===== src/rtl/i2a_pkg.sv =====
// Shared types, constants, microcode and helpers for the int64 to ASCII converter.
package i2a_pkg;

  localparam int unsigned ValW      = 64;
  localparam int unsigned NumDigits = 20;
  localparam int unsigned DigW      = 4 * NumDigits;
  localparam int unsigned CntW      = $clog2(NumDigits + 1);
  localparam int unsigned BitCntW   = $clog2(ValW);
  localparam int unsigned UpcW      = 4;

  localparam logic [7:0] CharMinus = 8'h2d;
  localparam logic [7:0] CharNone  = 8'h00;

  typedef logic [UpcW-1:0] upc_t;

  typedef enum logic [2:0] {
    OP_NOP,
    OP_LOAD,
    OP_INIT,
    OP_DABBLE,
    OP_SKIP,
    OP_SIGN,
    OP_DIGIT,
    OP_STATUS
  } op_e;

  typedef enum logic [2:0] {
    C_ALWAYS,
    C_NO_ACCEPT,
    C_SPECIAL,
    C_HEX,
    C_BITS_LEFT,
    C_LEAD_ZERO,
    C_OUT_BUSY,
    C_DIGITS_LEFT
  } cond_e;

  typedef enum logic [1:0] {
    ST_TEXT    = 2'd0,
    ST_NA      = 2'd1,
    ST_NEG_HEX = 2'd2
  } status_e;

  typedef struct packed {
    op_e   op;
    cond_e cond;
    upc_t  target;
  } uinstr_t;

  // Program addresses
  localparam upc_t UpcIdle   = 4'd0;
  localparam upc_t UpcCheck  = 4'd1;
  localparam upc_t UpcInit   = 4'd2;
  localparam upc_t UpcDabble = 4'd3;
  localparam upc_t UpcSkip   = 4'd4;
  localparam upc_t UpcSign   = 4'd5;
  localparam upc_t UpcDigit  = 4'd6;
  localparam upc_t UpcDone   = 4'd7;
  localparam upc_t UpcStatus = 4'd8;
  localparam upc_t UpcRet    = 4'd9;

  // Control store: jump to target when the condition holds, else step on.
  function automatic uinstr_t ucode(upc_t pc);
    uinstr_t w;
    case (pc)
      UpcIdle:   w = '{op: OP_LOAD,   cond: C_NO_ACCEPT,   target: UpcIdle};
      UpcCheck:  w = '{op: OP_NOP,    cond: C_SPECIAL,     target: UpcStatus};
      UpcInit:   w = '{op: OP_INIT,   cond: C_HEX,         target: UpcSkip};
      UpcDabble: w = '{op: OP_DABBLE, cond: C_BITS_LEFT,   target: UpcDabble};
      UpcSkip:   w = '{op: OP_SKIP,   cond: C_LEAD_ZERO,   target: UpcSkip};
      UpcSign:   w = '{op: OP_SIGN,   cond: C_OUT_BUSY,    target: UpcSign};
      UpcDigit:  w = '{op: OP_DIGIT,  cond: C_DIGITS_LEFT, target: UpcDigit};
      UpcDone:   w = '{op: OP_NOP,    cond: C_ALWAYS,      target: UpcIdle};
      UpcStatus: w = '{op: OP_STATUS, cond: C_OUT_BUSY,    target: UpcStatus};
      UpcRet:    w = '{op: OP_NOP,    cond: C_ALWAYS,      target: UpcIdle};
      default:   w = '{op: OP_NOP,    cond: C_ALWAYS,      target: UpcIdle};
    endcase
    return w;
  endfunction

  // Lower-case hex / decimal digit to ASCII
  function automatic logic [7:0] digit_char(logic [3:0] d);
    logic [7:0] c;
    if (d < 4'd10) begin
      c = 8'h30 + {4'h0, d};
    end else begin
      c = 8'h57 + {4'h0, d};
    end
    return c;
  endfunction

endpackage


===== src/rtl/i2a_in_if.sv =====
// Input channel: one value and a base select per beat.
interface i2a_in_if;
  logic        valid;
  logic        ready;
  logic [63:0] value;
  logic        base_hex;

  modport source (output valid, output value, output base_hex, input ready);
  modport sink   (input valid, input value, input base_hex, output ready);
endinterface


===== src/rtl/i2a_out_if.sv =====
// Output channel: one character or status result per beat.
interface i2a_out_if;
  logic       valid;
  logic       ready;
  logic [7:0] char_code;
  logic       last;
  logic [1:0] status;

  modport source (output valid, output char_code, output last, output status, input ready);
  modport sink   (input valid, input char_code, input last, input status, output ready);
endinterface


===== src/rtl/int64_to_ascii_digits_top.sv =====
// Signed 64-bit to ASCII text converter, decimal or lower-case hex.
//
// One value is taken at a time and its text comes out one character per beat,
// most significant digit first, with last set on the final character. A value
// equal to na_code gives a single NA status beat; a negative value in hex mode
// gives a single error status beat. A small microprogram steps the datapath:
// after the load, check and init steps, decimal conversion runs the
// shift-and-add-3 loop with one step per input bit (hex skips the loop),
// then one step per suppressed leading zero plus one to find the first
// digit, the sign step, one emit step per digit and a return step. An NA or
// error status item runs the load, check, status and return steps. The sign,
// emit and status steps wait while the output stalls. The result register
// lets the next value be loaded while the final beat still waits to be taken.
module int64_to_ascii_digits_top
  import i2a_pkg::*;
(
  input  logic                   clk_i,
  input  logic                   rst_ni,
  input  logic                   cfg_we_i,
  input  logic signed [ValW-1:0] cfg_wdata_i,
  i2a_in_if.sink                 in_i,
  i2a_out_if.source              out_o
);

  logic [ValW-1:0]    na_code_q;
  upc_t               pc_q, pc_d;
  uinstr_t            uw;
  logic               cond_true;

  logic [ValW-1:0]    mag_q, mag_d;
  logic [DigW-1:0]    digits_q, digits_d, digits_adj;
  logic [CntW-1:0]    cnt_q, cnt_d;
  logic [BitCntW-1:0] bitcnt_q, bitcnt_d;
  logic               neg_q, neg_d;
  logic               hex_q, hex_d;
  logic               na_q, na_d;

  logic               out_valid_q, out_valid_d;
  logic [7:0]         char_q, char_d;
  logic               last_q, last_d;
  status_e            status_q, status_d;

  logic               slot_free;
  logic               accept;
  logic               lead_zero;
  logic               in_neg;

  assign uw        = ucode(pc_q);
  assign slot_free = !out_valid_q || out_o.ready;
  assign accept    = in_i.valid && in_i.ready;
  assign lead_zero = (digits_q[DigW-1 -: 4] == 4'd0) && (cnt_q != CntW'(1));
  assign in_neg    = in_i.value[ValW-1];

  assign in_i.ready      = (pc_q == UpcIdle);
  assign out_o.valid     = out_valid_q;
  assign out_o.char_code = char_q;
  assign out_o.last      = last_q;
  assign out_o.status    = status_q;

  // Add 3 to every BCD digit of five or more before the shift
  always_comb begin
    digits_adj = digits_q;
    for (int i = 0; i < NumDigits; i++) begin
      if (digits_q[4*i +: 4] >= 4'd5) begin
        digits_adj[4*i +: 4] = digits_q[4*i +: 4] + 4'd3;
      end
    end
  end

  always_comb begin
    case (uw.cond)
      C_ALWAYS:      cond_true = 1'b1;
      C_NO_ACCEPT:   cond_true = !accept;
      C_SPECIAL:     cond_true = na_q || (hex_q && neg_q);
      C_HEX:         cond_true = hex_q;
      C_BITS_LEFT:   cond_true = (bitcnt_q != '0);
      C_LEAD_ZERO:   cond_true = lead_zero;
      C_OUT_BUSY:    cond_true = !slot_free;
      C_DIGITS_LEFT: cond_true = !slot_free || (cnt_q != CntW'(1));
      default:       cond_true = 1'b1;
    endcase
    pc_d = cond_true ? uw.target : pc_q + upc_t'(1);
  end

  always_comb begin
    mag_d       = mag_q;
    digits_d    = digits_q;
    cnt_d       = cnt_q;
    bitcnt_d    = bitcnt_q;
    neg_d       = neg_q;
    hex_d       = hex_q;
    na_d        = na_q;
    out_valid_d = out_valid_q && !out_o.ready;
    char_d      = char_q;
    last_d      = last_q;
    status_d    = status_q;

    unique case (uw.op)
      OP_NOP: begin
      end
      OP_LOAD: begin
        if (accept) begin
          neg_d = in_neg;
          hex_d = in_i.base_hex;
          na_d  = (in_i.value == na_code_q);
          mag_d = in_neg ? (~in_i.value + ValW'(1)) : in_i.value;
        end
      end
      OP_INIT: begin
        digits_d = hex_q ? {{(DigW-ValW){1'b0}}, mag_q} : '0;
        cnt_d    = CntW'(NumDigits);
        bitcnt_d = '1;
      end
      OP_DABBLE: begin
        digits_d = {digits_adj[DigW-2:0], mag_q[ValW-1]};
        mag_d    = {mag_q[ValW-2:0], 1'b0};
        bitcnt_d = bitcnt_q - BitCntW'(1);
      end
      OP_SKIP: begin
        if (lead_zero) begin
          digits_d = {digits_q[DigW-5:0], 4'd0};
          cnt_d    = cnt_q - CntW'(1);
        end
      end
      OP_SIGN: begin
        if (slot_free && neg_q && !hex_q) begin
          out_valid_d = 1'b1;
          char_d      = CharMinus;
          last_d      = 1'b0;
          status_d    = ST_TEXT;
        end
      end
      OP_DIGIT: begin
        if (slot_free) begin
          out_valid_d = 1'b1;
          char_d      = digit_char(digits_q[DigW-1 -: 4]);
          last_d      = (cnt_q == CntW'(1));
          status_d    = ST_TEXT;
          digits_d    = {digits_q[DigW-5:0], 4'd0};
          cnt_d       = cnt_q - CntW'(1);
        end
      end
      OP_STATUS: begin
        if (slot_free) begin
          out_valid_d = 1'b1;
          char_d      = CharNone;
          last_d      = 1'b1;
          status_d    = na_q ? ST_NA : ST_NEG_HEX;
        end
      end
      default: begin
      end
    endcase
  end

  always_ff @(posedge clk_i or negedge rst_ni) begin
    if (!rst_ni) begin
      pc_q        <= UpcIdle;
      out_valid_q <= 1'b0;
      na_code_q   <= {1'b1, {(ValW-1){1'b0}}};
    end else begin
      pc_q        <= pc_d;
      out_valid_q <= out_valid_d;
      if (cfg_we_i) begin
        na_code_q <= cfg_wdata_i;
      end
    end
  end

  always_ff @(posedge clk_i) begin
    mag_q    <= mag_d;
    digits_q <= digits_d;
    cnt_q    <= cnt_d;
    bitcnt_q <= bitcnt_d;
    neg_q    <= neg_d;
    hex_q    <= hex_d;
    na_q     <= na_d;
    char_q   <= char_d;
    last_q   <= last_d;
    status_q <= status_d;
  end

  // A new beat is only ever loaded by one of the emitting steps
  a_beat_from_emit: assert property (@(posedge clk_i) disable iff (!rst_ni)
    $rose(out_valid_q) |-> ($past(pc_q) == UpcSign || $past(pc_q) == UpcDigit ||
                            $past(pc_q) == UpcStatus))
    else $error("output beat loaded outside an emit step");

  // A status beat is a single, final beat with no character
  a_status_last: assert property (@(posedge clk_i) disable iff (!rst_ni)
    (out_valid_q && status_q != ST_TEXT) |-> (last_q && char_q == CharNone))
    else $error("status beat not marked last or carries a character");

  // Digit emission never runs out of digits
  a_digit_count: assert property (@(posedge clk_i) disable iff (!rst_ni)
    (pc_q == UpcDigit) |-> (cnt_q != '0))
    else $error("digit counter underflow");

endmodule

===== src/flat_wrapper.sv =====
// flat-port wrapper written by rule: the top's interface ports become plain ports
module int64_to_ascii_digits_top_flat import i2a_pkg::*;
  (clk_i, rst_ni, cfg_we_i, cfg_wdata_i, in_i_valid, in_i_value, in_i_base_hex, in_i_ready, out_o_valid, out_o_char_code, out_o_last, out_o_status, out_o_ready);
  i2a_in_if in_i_i ();
  i2a_out_if out_o_i ();
  input  logic clk_i;
  input  logic rst_ni;
  input  logic cfg_we_i;
  input  logic signed [ValW-1:0] cfg_wdata_i;
  input wire logic [$bits(in_i_i.valid)-1:0] in_i_valid;
  input wire logic [$bits(in_i_i.value)-1:0] in_i_value;
  input wire logic [$bits(in_i_i.base_hex)-1:0] in_i_base_hex;
  output wire logic [$bits(in_i_i.ready)-1:0] in_i_ready;
  output wire logic [$bits(out_o_i.valid)-1:0] out_o_valid;
  output wire logic [$bits(out_o_i.char_code)-1:0] out_o_char_code;
  output wire logic [$bits(out_o_i.last)-1:0] out_o_last;
  output wire logic [$bits(out_o_i.status)-1:0] out_o_status;
  input wire logic [$bits(out_o_i.ready)-1:0] out_o_ready;
  assign in_i_i.valid = in_i_valid;
  assign in_i_i.value = in_i_value;
  assign in_i_i.base_hex = in_i_base_hex;
  assign in_i_ready = in_i_i.ready;
  assign out_o_valid = out_o_i.valid;
  assign out_o_char_code = out_o_i.char_code;
  assign out_o_last = out_o_i.last;
  assign out_o_status = out_o_i.status;
  assign out_o_i.ready = out_o_ready;
  int64_to_ascii_digits_top u_core (.clk_i(clk_i), .rst_ni(rst_ni), .cfg_we_i(cfg_we_i), .cfg_wdata_i(cfg_wdata_i), .in_i(in_i_i), .out_o(out_o_i));
endmodule

===== config.mk =====
export PLATFORM = sky130hd
export DESIGN_NAME = int64_to_ascii_digits_top_flat
export DESIGN_NICKNAME = d
export VERILOG_FILES = /design/src/rtl/i2a_pkg.sv /design/src/rtl/i2a_in_if.sv /design/src/rtl/i2a_out_if.sv /design/src/rtl/int64_to_ascii_digits_top.sv /design/src/flat_wrapper.sv
export SDC_FILE = /design/constraint.sdc
export NUM_CORES = 1
export LEC_CHECK = 0
export BUFFER_PORTS_ARGS = -buffer_cell sky130_fd_sc_hd__buf_2
export CAP_MARGIN = 5
export CORE_MARGIN = 4
export CORE_UTILIZATION = 47
export CTS_CLUSTER_DIAMETER = 120
export DETAILED_ROUTE_END_ITERATION = 10
export GPL_TIMING_DRIVEN = 0
export PLACE_DENSITY = 0.66
export SETUP_SLACK_MARGIN = 0.3
export SLEW_MARGIN = 30
export SYNTH_ARGS = -nofsm -noshare
export SYNTH_HDL_FRONTEND = slang
export SYNTH_SLANG_ARGS = --single-unit

===== constraint.sdc =====
create_clock -name clk_i -period 4.8 [get_ports clk_i]
set_input_delay 0.72 -clock clk_i [delete_from_list [all_inputs] [get_ports clk_i]]
set_output_delay 0.72 -clock clk_i [all_outputs]
set_load 0.03 [all_outputs]

After elaboration in Yosys (flattened, before gate mapping)
Memories as Yosys holds them, arrays and structs flattened. Index checks and enable logic that the tools add are counted.

Flip-flop bits (word level): 238. Bits in read-only memories: 160. Bits of input ports: 134. Output and inout bits: 13. Memories: 1.

Add/sub/neg operators: 26. Magnitude comparators: 21. Equality and inequality tests: 22. Muxes and demuxes: 50. Bitwise operators: 1. Reductions and logical operators: 29.

Memory list: (no name shown) (depth 16, bits a word 10, read ports 1, clocked after Yosys merged registers in 0, write ports 0, line i2a_pkg.sv:65) `case (pc)`.

Operators with widths (number): one-hot mux 80 bit (4 select lines) (1); two-way mux 64 bit (3); two-way mux 80 bit (2); one-hot mux 64 bit (2 select lines) (1); greater-or-equal comparator 4 x 3 -> 1 bit, second input constant (20); two-way mux 4 bit (20); adder 4 x 2 -> 4 bit, second input constant (19); adder 64 x 1 -> 64 bit, second input constant (1); equality test 64 bit (1); inverter 64 bit (1); two-way mux 8 bit (4); equality test 3 bit, second input constant (8); one-hot mux 8 bit (3 select lines) (1); one-hot mux 5 bit (3 select lines) (1); equality test 3 x 2 -> 1 bit, second input constant (4); one-hot mux 6 bit (2 select lines) (1); two-way mux 5 bit (2); != test 2 x 1 -> 1 bit, second input constant (5); adder 7 x 4 -> 8 bit, first input constant (1); logical NOT 4 bit (2); two-way mux 2 bit (4); one-hot mux 1 bit (8 select lines) (1); adder 6 x 4 -> 7 bit, first input constant (1); equality test 3 x 1 -> 1 bit, second input constant (2); 24 further kinds (43).

Longest topological paths before layout
Gate-level depths: netlist (run 1).

Depth after elaboration: 6. Gate-level depth with buffers: 10.

Worst setup path before layout (run 1)
OpenSTA, ideal clock, no wires.

Kind: flip-flop to flip-flop. Start point: register u_core.cnt_q[0]. End point: register u_core.digits_q[0] (enable). Library setup time: 0.404 ns. Arrival time: 3.236 ns. Setup slack: 1.160 ns. Cell stages (with the launch flop): 8. Buffers on the path: 0. Period minus slack after synthesis: 3.640 ns. Cells stage by stage: edfxtp_1 > ha_1 > nor4b_1 > or4b_2 > a21oi_1 > nor2_1 > a211oi_1 > or2_2.

Cells in the longest elaborated chain, start to end: 4.

Ends and longest elaborated chain: start: declaration (line int64_to_ascii_digits_top.sv:32) `logic [CntW-1:0] cnt_q, cnt_d;`; start signal: assignment (line int64_to_ascii_digits_top.sv:173) `cnt_q <= cnt_d;`; != test 5 x 1 -> 1 bit (line int64_to_ascii_digits_top.sv:51) `assign lead_zero = (digits_q[DigW-1 -: 4] == 4'd0) && (cnt_q != CntW'(1));`; logical AND 1 bit (line int64_to_ascii_digits_top.sv:51); != test 2 x 1 -> 1 bit (no source line); AND reduction 3 bit (no source line); end signal: assignment (line int64_to_ascii_digits_top.sv:172) `digits_q <= digits_d;`; end: declaration (line int64_to_ascii_digits_top.sv:31) `logic [DigW-1:0] digits_q, digits_d, digits_adj;`.

Every way passes these cells. A chain may end at the register's enable or synchronous reset.

Final worst setup path (run 1)
Start point: register u_core.pc_q[0]. End point: register u_core.digits_q[4] (enable).

Cells in the longest elaborated chain, start to end: 4. Elaborated cells between the ends (all ways): 9. Classes of those cells: eq/ne (6); reduce/logical (2); memory (1).

Ends and longest elaborated chain: start: declaration (line int64_to_ascii_digits_top.sv:26) `upc_t pc_q, pc_d;`; start signal: assignment (line int64_to_ascii_digits_top.sv:158) `pc_q <= UpcIdle;`; start signal: assignment (line int64_to_ascii_digits_top.sv:162) `pc_q <= pc_d;`; memory (16 x 10 bit) (*); equality test 3 x 2 -> 1 bit or equality test 3 bit (tied branches) (line int64_to_ascii_digits_top.sv:98) `unique case (uw.op)`; nonzero test 4 bit (no source line) or != test 2 x 1 -> 1 bit (tied branches); AND reduction 3 bit (no source line) (*).

Every way passes the cells marked *; elsewhere a longest branch is shown, timed or not.

==> impl_metrics.tcl, run 1 <==
set metrics [dict create \
    initial_core_util_pct 47.69 \
    synth-seq-area-share_pct 47.92 \
    worstPathBufferInverterCount 4 \
    cts.root.buffer_cell "clkbuf_16" \
    synth_top_flop_cell "edfxtp_1" \
    grt.busiest_layer "met2" \
    crit_required_ns 5.02 \
    fp.dieW_um 181.4 \
    routed_wl_um 39470 \
    met2_usage_pct 38.29 \
    ant_nets 0 \
    core_area_mm2 0.02964 \
    syn_area_per_cell_um2 10.52 \
    antenna_found_initial 0 \
    whs_ns 0.1299 \
    grt-ovfl-total 0 \
    fin_nets 1703 \
    io_pins 147 \
    ir_drop_v 0.0003425 \
    clock_path_buffers 3 \
    end_kind "flip-flop" \
    crit_family "simple AND/OR/NAND/NOR gates" \
    netlist_area_mm2 0.01413 \
    cap_violations 0 \
    skew_ns 0.01309 \
    drc 0 \
    grt_util_met1_pct 31.44 \
    syn_inst 1344 \
    h-tree-depth 1 \
    register_area_mm2 0.006773 \
    status "completed" \
    seq_power_share_pct 39.6 \
    slew_headroom_pct 34.38 \
    wl_per_cell_um 20.47 \
    row_count 63 \
    grt_max_degree 48 \
    vias 11150 \
    drive_gt1_share_pct 18.48 \
    p_per_area_mw_per_mm2 592.2 \
    switching_share_pct 38.93 \
    numCtsBuffers 27 \
    final_util_pct 54.93 \
    clk_pin_slew_ns 0.06 \
    cts_hold_buf 0 \
    pre_cts_slack_ns 0.4687 \
    synth-seq-cells 237 \
    leakage_uw 0.006199 \
    first_pass_iters 5 \
    synth_fp_nets 1530 \
    p_sw_uw 3753 \
    hold_path_class "in2async" \
    cp-start-kind "flip-flop" \
    cts_tree "done" \
    numPortBuffers 140 \
    internal_power_uw 5887 \
    path_max_fanout 43 \
    yosys_warnings 0 \
    criticalPathCategory "reg2reg" \
    die_area_mm2 0.03291 \
    finalHoldViolCount 0 \
    p_comb_share_pct 39.6 \
    critPathArrivalTime_ns 4.39 \
    max_stage_delay_ns 0.54 \
    hpwl_um 29890 \
    layout_commonest_cell "edfxtp_1" \
    fillers 2655 \
    cp_slowest_cell "dfrtp_1" \
    finalWorstSetupSlack_ns 0.6314 \
    synthArstFlopShare_pct 29.11 \
    crit_chain "inv_1 > ha_1 > or2_1 > a21o_1 > nand2_1 > and2_1 > buf_2 > clkbuf_1 > or2_4 > buf_16" \
    worst_slew_pin_slew_ns 0.9753 \
    area_growth_pct 15.17 \
    grt_setup_unrepaired "no" \
    die_h_um 181.4 \
    viasPerCell 5.781 \
    synth_cell_types 66 \
    slew_violations 0 \
    insertion_delay_ns 0.54 \
    use_met3_pct 3.866 \
    period_needed_ns 4.169 \
    fmax_mhz 239.9 \
    final_cell_mix "edfxtp_1 (168), buf_2 (148), xor2_1 (127), nand2_1 (126), nor2_1 (114)" \
    clock-sinks 237 \
    track_usage_pct 23.11 \
    power_frac_clock_pct 20.8 \
    dr.first_iter.drc_count 963 \
    synth-edff-count 168 \
    multi_input_area_mm2 0.006942 \
    finalSetupViolations 0 \
    place_congestion 0.8937 \
    fin_setup_tns_ns 0 \
    grt_pass1_wl_um 61180 \
    fin_crit_sh_pct 86.85 \
    grt_pass1_vias 11030 \
]
[through the flow]
step | cell area (um2) | cells | total power [uW]
2_1_floorplan | 14130 | 1344 | 6407
6_report | 16280 | 1928 | 9640
5_1_grt | 16280 | 1927 | 10260
3_3_place_gp | 15320 | 1874 | 7452
3_5_place_dp | 15410 | 1877 | 7591
4_1_cts | 16260 | 1926 | 9609
[synth_stat cells, drive strengths merged, types with 21 or more instances]
cell type / count / area [um2]
edfxtp: 168 / 5045
xor2: 127 / 1112
nand2: 126 / 473.0
nor2: 115 / 434.2
o21ai: 95 / 475.5
a21oi: 93 / 465.5
dfrtp: 68 / 1702
mux2: 64 / 720.7
a221o: 60 / 600.6
inv: 54 / 202.7
ha: 52 / 650.6
clkbuf: 41 / 153.9
nor4: 27 / 202.7
xnor2: 27 / 236.5
nand2b: 22 / 137.6
nor3b: 21 / 157.7
[area by class of cell]
cell class	count	share of cell area (%)
tap	390	2.997
clock inverter	13	0.7378
multi-input combinational	993	42.64
clock buffer	36	4.481
inverter	54	1.245
timing repair buffer	143	4.781
buffer	61	1.499
sequential	237	41.60
antenna	1	0.01537
[flip-flops by register name, summed over array words and instances (netlist names)]
name / cells
u_core.hex_q: 1
u_core.neg_q: 1
u_core.out_o.valid: 1
u_core.na_q: 1
u_core.pc_q: 4
u_core.cnt_q: 5
u_core.out_o.status: 2
u_core.out_o.char_code: 7
u_core.out_o.last: 1
u_core.na_code_q: 64
u_core.bitcnt_q: 6
u_core.digits_q: 80
u_core.mag_q: 64
[kinds of logic (layout without fill, tap and decap cells)]
| logic type | after synthesis | count (layout) | synth area share, % |
|---|---|---|---|
| adder cells (fa/ha/maj) | 52 | 52 | 4.603 |
| buffers and inverters | 115 | 307 | 3.160 |
| multiplexers | 66 | 66 | 5.240 |
| flip-flops | 237 | 237 | 47.92 |
| AND/OR/NAND/NOR | 394 | 395 | 13.97 |
| other | 1 | 2 | 0.02653 |
| AO/OA/AOI/OAI | 325 | 325 | 15.54 |
| XOR/XNOR | 154 | 154 | 9.542 |
[layer usage]
metal / routed length, um / part of all wire, %
met1: 17210 / 44
met2: 18380 / 47
met3: 2762 / 7.0
met4: 1122 / 2.8
met5: 0 / 0
[power groups by stage]
stage	clock (uW)	combinational, uW	sequential (uW)
detailed placement	0	3760	3830
floorplan	0	2720	3680
global route	2120	4250	3890
finish	2000	3820	3820
global placement	0	3610	3840
CTS	2030	3780	3800
[path summary, 6_finish.rpt]
| check | end | start | slack [ns] | cells after the start |
|---|---|---|---|---|
| worst max-delay path | u_core.digits_q[4] | u_core.pc_q[0] | 0.63 | 10 |
| worst min-delay path | u_core.pc_q[3] | rst_ni | 0.13 | 1 |
| worst max register to register | u_core.digits_q[4] | u_core.pc_q[0] | 0.63 | 10 |
| worst min register to register | u_core.na_code_q[55] | u_core.na_code_q[55] | 0.52 | 1 |
| max in group asynchronous | u_core.na_code_q[63] | rst_ni | 4.02 | 2 |
| min in group clk_i | u_core.hex_q | in_i_base_hex | 0.38 | 1 |
[repair_timing]
action,CTS,global route
buffers inserted,0,0
resized for setup,0,0
setup endpoints to repair,0,43
hold endpoints to repair,0,0
No activity file was read; power rests on OpenSTA's default activity.
==> inputs of run 2 (changes only) <==
Settings changed: CORE_ASPECT_RATIO set to 0.9.
==> run 2 against run 1 <==
Compared with the run above:
- the flow now finishes with violations (design-rule violations)
- die area is essentially flat
- flip-flop and latch count stayed put
- core utilization rose by 0.73 points
- first-iteration DRC count grew 7.3%
- total power is 1.4% higher
- clock-buffer cell count is 2 higher
- fmax down 1.4%
- critical endpoint is now u_core.digits_q[10]
- largest power group is now combinational cells
==> impl_metrics.tcl, run 2 (synthesis gave the netlist of run 1 again) <==
set metrics [dict create \
    grt-ovfl-total 0 \
    numCtsBuffers 27 \
    cts.root.buffer_cell "clkbuf_16" \
    cp_num_cells 10 \
    area_growth_pct 15.40 \
    path_max_fanout 36 \
    drc 1 \
    grt_setup_unrepaired "no" \
    worstPathBufferInverterCount 4 \
    period_needed_ns 4.229 \
    pre_cts_slack_ns 0.4200 \
    cts_tree "done" \
    fin_crit_sh_pct 88.11 \
    top_register "u_core.digits_q" \
    antenna_found_initial 2 \
    core_area_mm2 0.02931 \
    dr.first_iter.drc_count 1033 \
    finalSetupViolations 0 \
    hpwl_um 31070 \
    end_kind "flip-flop" \
    first_pass_iters 9 \
    violations "design-rule violations" \
    grt_max_degree 47 \
    ant_nets 0 \
    track_usage_pct 23.75 \
    clock_path_buffers 3 \
    cts_resized 0 \
    criticalPathCategory "reg2reg" \
    slew_headroom_pct 41.68 \
    routed_wl_um 40790 \
    viasPerCell 5.890 \
    finalHoldViolCount 0 \
    critPathArrivalTime_ns 4.45 \
    status "complete, but fails checks" \
    layout_commonest_cell "edfxtp_1" \
    drive_gt1_share_pct 18.61 \
    initial_core_util_pct 48.23 \
    skew_ns 0.01677 \
    cp_slowest_cell "clkbuf_1" \
    fmax_mhz 236.5 \
    fp.dieW_um 190.8 \
    fin_nets 1703 \
    clock-sinks 237 \
    row_count 59 \
    numPortBuffers 140 \
    clk_pin_slew_ns 0.06 \
    reg_top3 "u_core.digits_q (80), u_core.mag_q (64), u_core.na_code_q (64)" \
    crit_required_ns 5.02 \
    rr_worst_depth 10 \
    place_congestion 0.9080 \
    hold_path_class "in2async" \
    crit_chain "inv_1 > ha_1 > or2_1 > a21o_1 > nand2_1 > and2_1 > buf_2 > clkbuf_1 > or2_4 > buf_12" \
    dp_cells 1883 \
    h-tree-depth 1 \
    layout.cells.non_filler 1933 \
    slew_violations 0 \
    final_cell_mix "edfxtp_1 (168), buf_2 (148), xor2_1 (127), nand2_1 (126), nor2_1 (114)" \
    ir_drop_v 0.0003087 \
    die_area_mm2 0.03292 \
    placedInstanceArea_mm2 0.01540 \
    finalWorstSetupSlack_ns 0.5709 \
    grt_pass1_wl_um 62300 \
    wl_per_cell_um 21.10 \
    vias 11390 \
    p_per_area_mw_per_mm2 599.1 \
    final_area_mm2 0.01631 \
    leakage_uw 0.006210 \
    cp-start-kind "flip-flop" \
    max_stage_delay_ns 0.55 \
    cap_violations 0 \
    largest_reg_flops 80 \
    antenna_cells 0 \
    io_pins 147 \
    die_h_um 172.5 \
    grt_pass1_vias 11030 \
    insertion_delay_ns 0.54 \
    worst_slew_pin_slew_ns 0.8749 \
    crit_family "simple AND/OR/NAND/NOR gates" \
]
run 2: changes by cell type in the layout (fill, tap and decap cells not counted), sizes merged:
cell    delta
clkbuf     +2
clkinv     -1
diode      -1
inv        -1
run 2: cell type report:
class	count	area, um2
Buffer	61	244.0
Clock buffer	38	778.2
Clock inverter	11	112.6
Fill cell	2577	13000
Inverter	54	202.7
Multi-Input combinational cell	993	6943
Sequential cell	237	6773
Tap cell	396	495.5
Timing Repair Buffer	143	763.2
run 2: power by group:
part | internal, uW | leakage (uW) | switching (uW) | total [uW]
registers | 3200 | 0.00236 | 624 | 3820
clock network | 1240 | 0.000437 | 850 | 2090
logic | 1510 | 0.00341 | 2360 | 3860
total | 5940 | 0.00621 | 3830 | 9770
run 2: worst reg2reg max path, cell delays in order (launching register included):
cell	delay, ns
dfrtp_1	0.54
inv_1	0.17
ha_1	0.42
or2_1	0.27
a21o_1	0.23
nand2_1	0.29
and2_1	0.34
buf_2	0.32
clkbuf_1	0.55
or2_4	0.49
buf_12	0.28
run 2: stage by stage:
step	setup TNS (ns)	hold slack (ns)	util (%)	power (uW)
after floorplan	0	0.4244	-	6407
after global placement	-18.93	0.5059	52.31	7474
after detailed placement	0	0.5155	52.56	7632
after CTS	0	0.1510	55.60	9728
after global routing	0	0.1564	55.66	10380
final	0	0.1365	55.66	9772
run 2: timing repair:
item / in CTS / in global routing
hold buffers: 0 / 0
endpoints found under the setup margin: 0 / 36
setup buffers: 0 / 0
run 2: layer usage:
layer | vias to the layer above | share of wire [%] | track usage (%) | wire [um]
met5 | - | 0.032 | 0 | 13
met4 | 2 | 2.5 | 5.446 | 1010
met3 | 75 | 8.1 | 4.155 | 3287
met2 | 500 | 47 | 39.06 | 19050
met1 | 5508 | 43 | 33.04 | 17430
li1 | 5300 | - | - | -
run 2: worst paths after layout:
kind | from | endpoint | slack, ns
max in group asynchronous | rst_ni | u_core.na_code_q[63] | 4.00
max | u_core.pc_q[0] | u_core.digits_q[10] | 0.57
min reg2reg | u_core.na_code_q[54] | u_core.na_code_q[54] | 0.52
max reg2reg | u_core.pc_q[0] | u_core.digits_q[10] | 0.57
min | rst_ni | u_core.out_o.valid | 0.14
min in group clk_i | in_i_base_hex | u_core.hex_q | 0.40
==> inputs of run 3 (changes only) <==
Settings changed: CORE_UTILIZATION 47 to 60, PLACE_DENSITY 0.66 to 0.81.
==> run 3 against run 2 <==
Compared with the run above:
- the run now ends clean
- clock power fell by 5%
- clock skew rose by 0.0031 ns
- sequential share of layout area grew 0.44 points
- total power decreased by 0.72%
- critical endpoint is now u_core.digits_q[0]
- via count up 3.9%
- hold slack gained 0.054 ns
- register-to-register slack better by 0.08 ns
- critical path depth did not move
- first-iteration DRC count increased by 43%
- critical path type unchanged
==> impl_metrics.tcl, run 3 (synthesis gave the netlist of run 1 again) <==
set metrics [dict create \
    status "completed" \
    postCtsSetupBuffers 0 \
    skew_ns 0.01989 \
    io_pins 147 \
    criticalPathCategory "reg2reg" \
    fin_nets 1701 \
    fin_crit_sh_pct 86.44 \
    routed_wl_um 40260 \
    clk_pin_slew_ns 0.06 \
    antenna_found_initial 1 \
    final_cell_mix "edfxtp_1 (168), buf_2 (148), xor2_1 (127), nand2_1 (126), nor2_1 (114)" \
    leakage_uw 0.006175 \
    antenna_cells 0 \
    whs_ns 0.1906 \
    path_max_fanout 44 \
    drive_gt1_share_pct 18.44 \
    crit_required_ns 5.02 \
    largest_reg_flops 80 \
    vias 11830 \
    place_congestion 0.9477 \
    track_usage_pct 30.16 \
    dr.first_iter.drc_count 1474 \
    die_area_mm2 0.02608 \
    cts_tree "done" \
    finalHoldViolCount 0 \
    critPathArrivalTime_ns 4.37 \
    clock-sinks 237 \
    period_needed_ns 4.149 \
    fp.dieW_um 169.8 \
    hpwl_um 30090 \
    numPortBuffers 140 \
    numCtsBuffers 26 \
    first_pass_iters 6 \
    slew_violations 0 \
    drc 0 \
    top_register "u_core.digits_q" \
    h-tree-depth 1 \
    area_growth_pct 14.19 \
    fmax_mhz 241.0 \
    slew_headroom_pct 36.55 \
    wl_per_cell_um 21.91 \
    p_per_area_mw_per_mm2 601.1 \
    fillers 1664 \
    grt_max_degree 65 \
    ant_nets 0 \
    cp-start-kind "flip-flop" \
    reg_top3 "u_core.digits_q (80), u_core.mag_q (64), u_core.na_code_q (64)" \
    grt_pass1_wl_um 62820 \
    row_count 53 \
    finalSetupViolations 0 \
    cts.root.buffer_cell "clkbuf_16" \
    viasPerCell 6.441 \
    grt_pass1_vias 11660 \
    clock_path_buffers 3 \
    grt-ovfl-total 0 \
    insertion_delay_ns 0.54 \
    core_area_mm2 0.02328 \
    layout.cells.non_filler 1837 \
    final_util_pct 69.34 \
    dp_cells 1788 \
    die_h_um 153.6 \
    hold_path_class "in2async" \
    worst_slew_pin_slew_ns 0.9430 \
    grt_setup_unrepaired "no" \
    end_kind "flip-flop" \
    initial_core_util_pct 60.73 \
    layout_commonest_cell "edfxtp_1" \
    cts_hold_buf 0 \
    ir_drop_v 0.0003897 \
    cap_violations 0 \
]
[run 3: where the power goes]
group          internal (uW)  switching (uW)  leakage (uW)
logic                   1510            2380       0.00341
registers               3200             624       0.00236
clock network           1140             843      0.000407
total                   5850            3850       0.00617
[run 3: area by class of cell]
type / count / area [um2] / area share [%]
Tap cell: 302 / 377.9 / 2.341
Inverter: 54 / 202.7 / 1.256
Multi-Input combinational cell: 993 / 6937 / 42.98
Buffer: 61 / 244.0 / 1.512
Timing Repair Buffer: 142 / 750.7 / 4.651
Clock buffer: 39 / 792.0 / 4.907
Clock inverter: 9 / 63.81 / 0.3953
Sequential cell: 237 / 6773 / 41.96
[run 3: path summary, 6_finish.rpt]
check / start / endpoint / slack, ns / cells after the start
setup / recovery: u_core.pc_q[0] / u_core.digits_q[0] / 0.65 / 10
hold / removal: rst_ni / u_core.out_o.valid / 0.19 / 1
setup reg to reg: u_core.pc_q[0] / u_core.digits_q[0] / 0.65 / 10
min in group clk_i: in_i_base_hex / u_core.hex_q / 0.38 / 1
max in group asynchronous: rst_ni / u_core.na_code_q[63] / 3.97 / 2
hold reg to reg: u_core.na_code_q[29] / u_core.na_code_q[29] / 0.53 / 1
[run 3: critical path, cell delays in order (launching register included)]
cell	delay, ns
dfrtp_1	0.52
inv_1	0.16
ha_1	0.41
or2_1	0.26
a21o_1	0.21
nand2_1	0.27
and2_1	0.33
buf_2	0.33
clkbuf_1	0.58
or2_4	0.45
buf_16	0.28
[run 3: repair_timing]
action	in CTS	in global routing
endpoints found under the setup margin	0	27
hold endpoints to repair	0	0
gates resized for setup	0	0
[run 3: stage by stage]
step           setup TNS, ns  total power (uW)  instance area (um2)  worst slack, ns
6_report                   0              9701                16140           0.6510
5_1_grt                    0             10250                16140           0.4679
4_1_cts                    0              9601                16120           0.5524
3_5_place_dp               0              7614                15270           0.5702
3_3_place_gp          -10.71              7398                15210          -0.1376
2_1_floorplan              0              6407                14130            1.160
[run 3: per-layer routing]
layer | track usage, % | part of all wire [%] | up-vias
li1 | - | - | 5303
met3 | 4.910 | 9.7 | 142
met2 | 48.80 | 46 | 707
met4 | 13.68 | 5.3 | 2
met5 | 0 | 0.032 | -
met1 | 40.11 | 39 | 5678
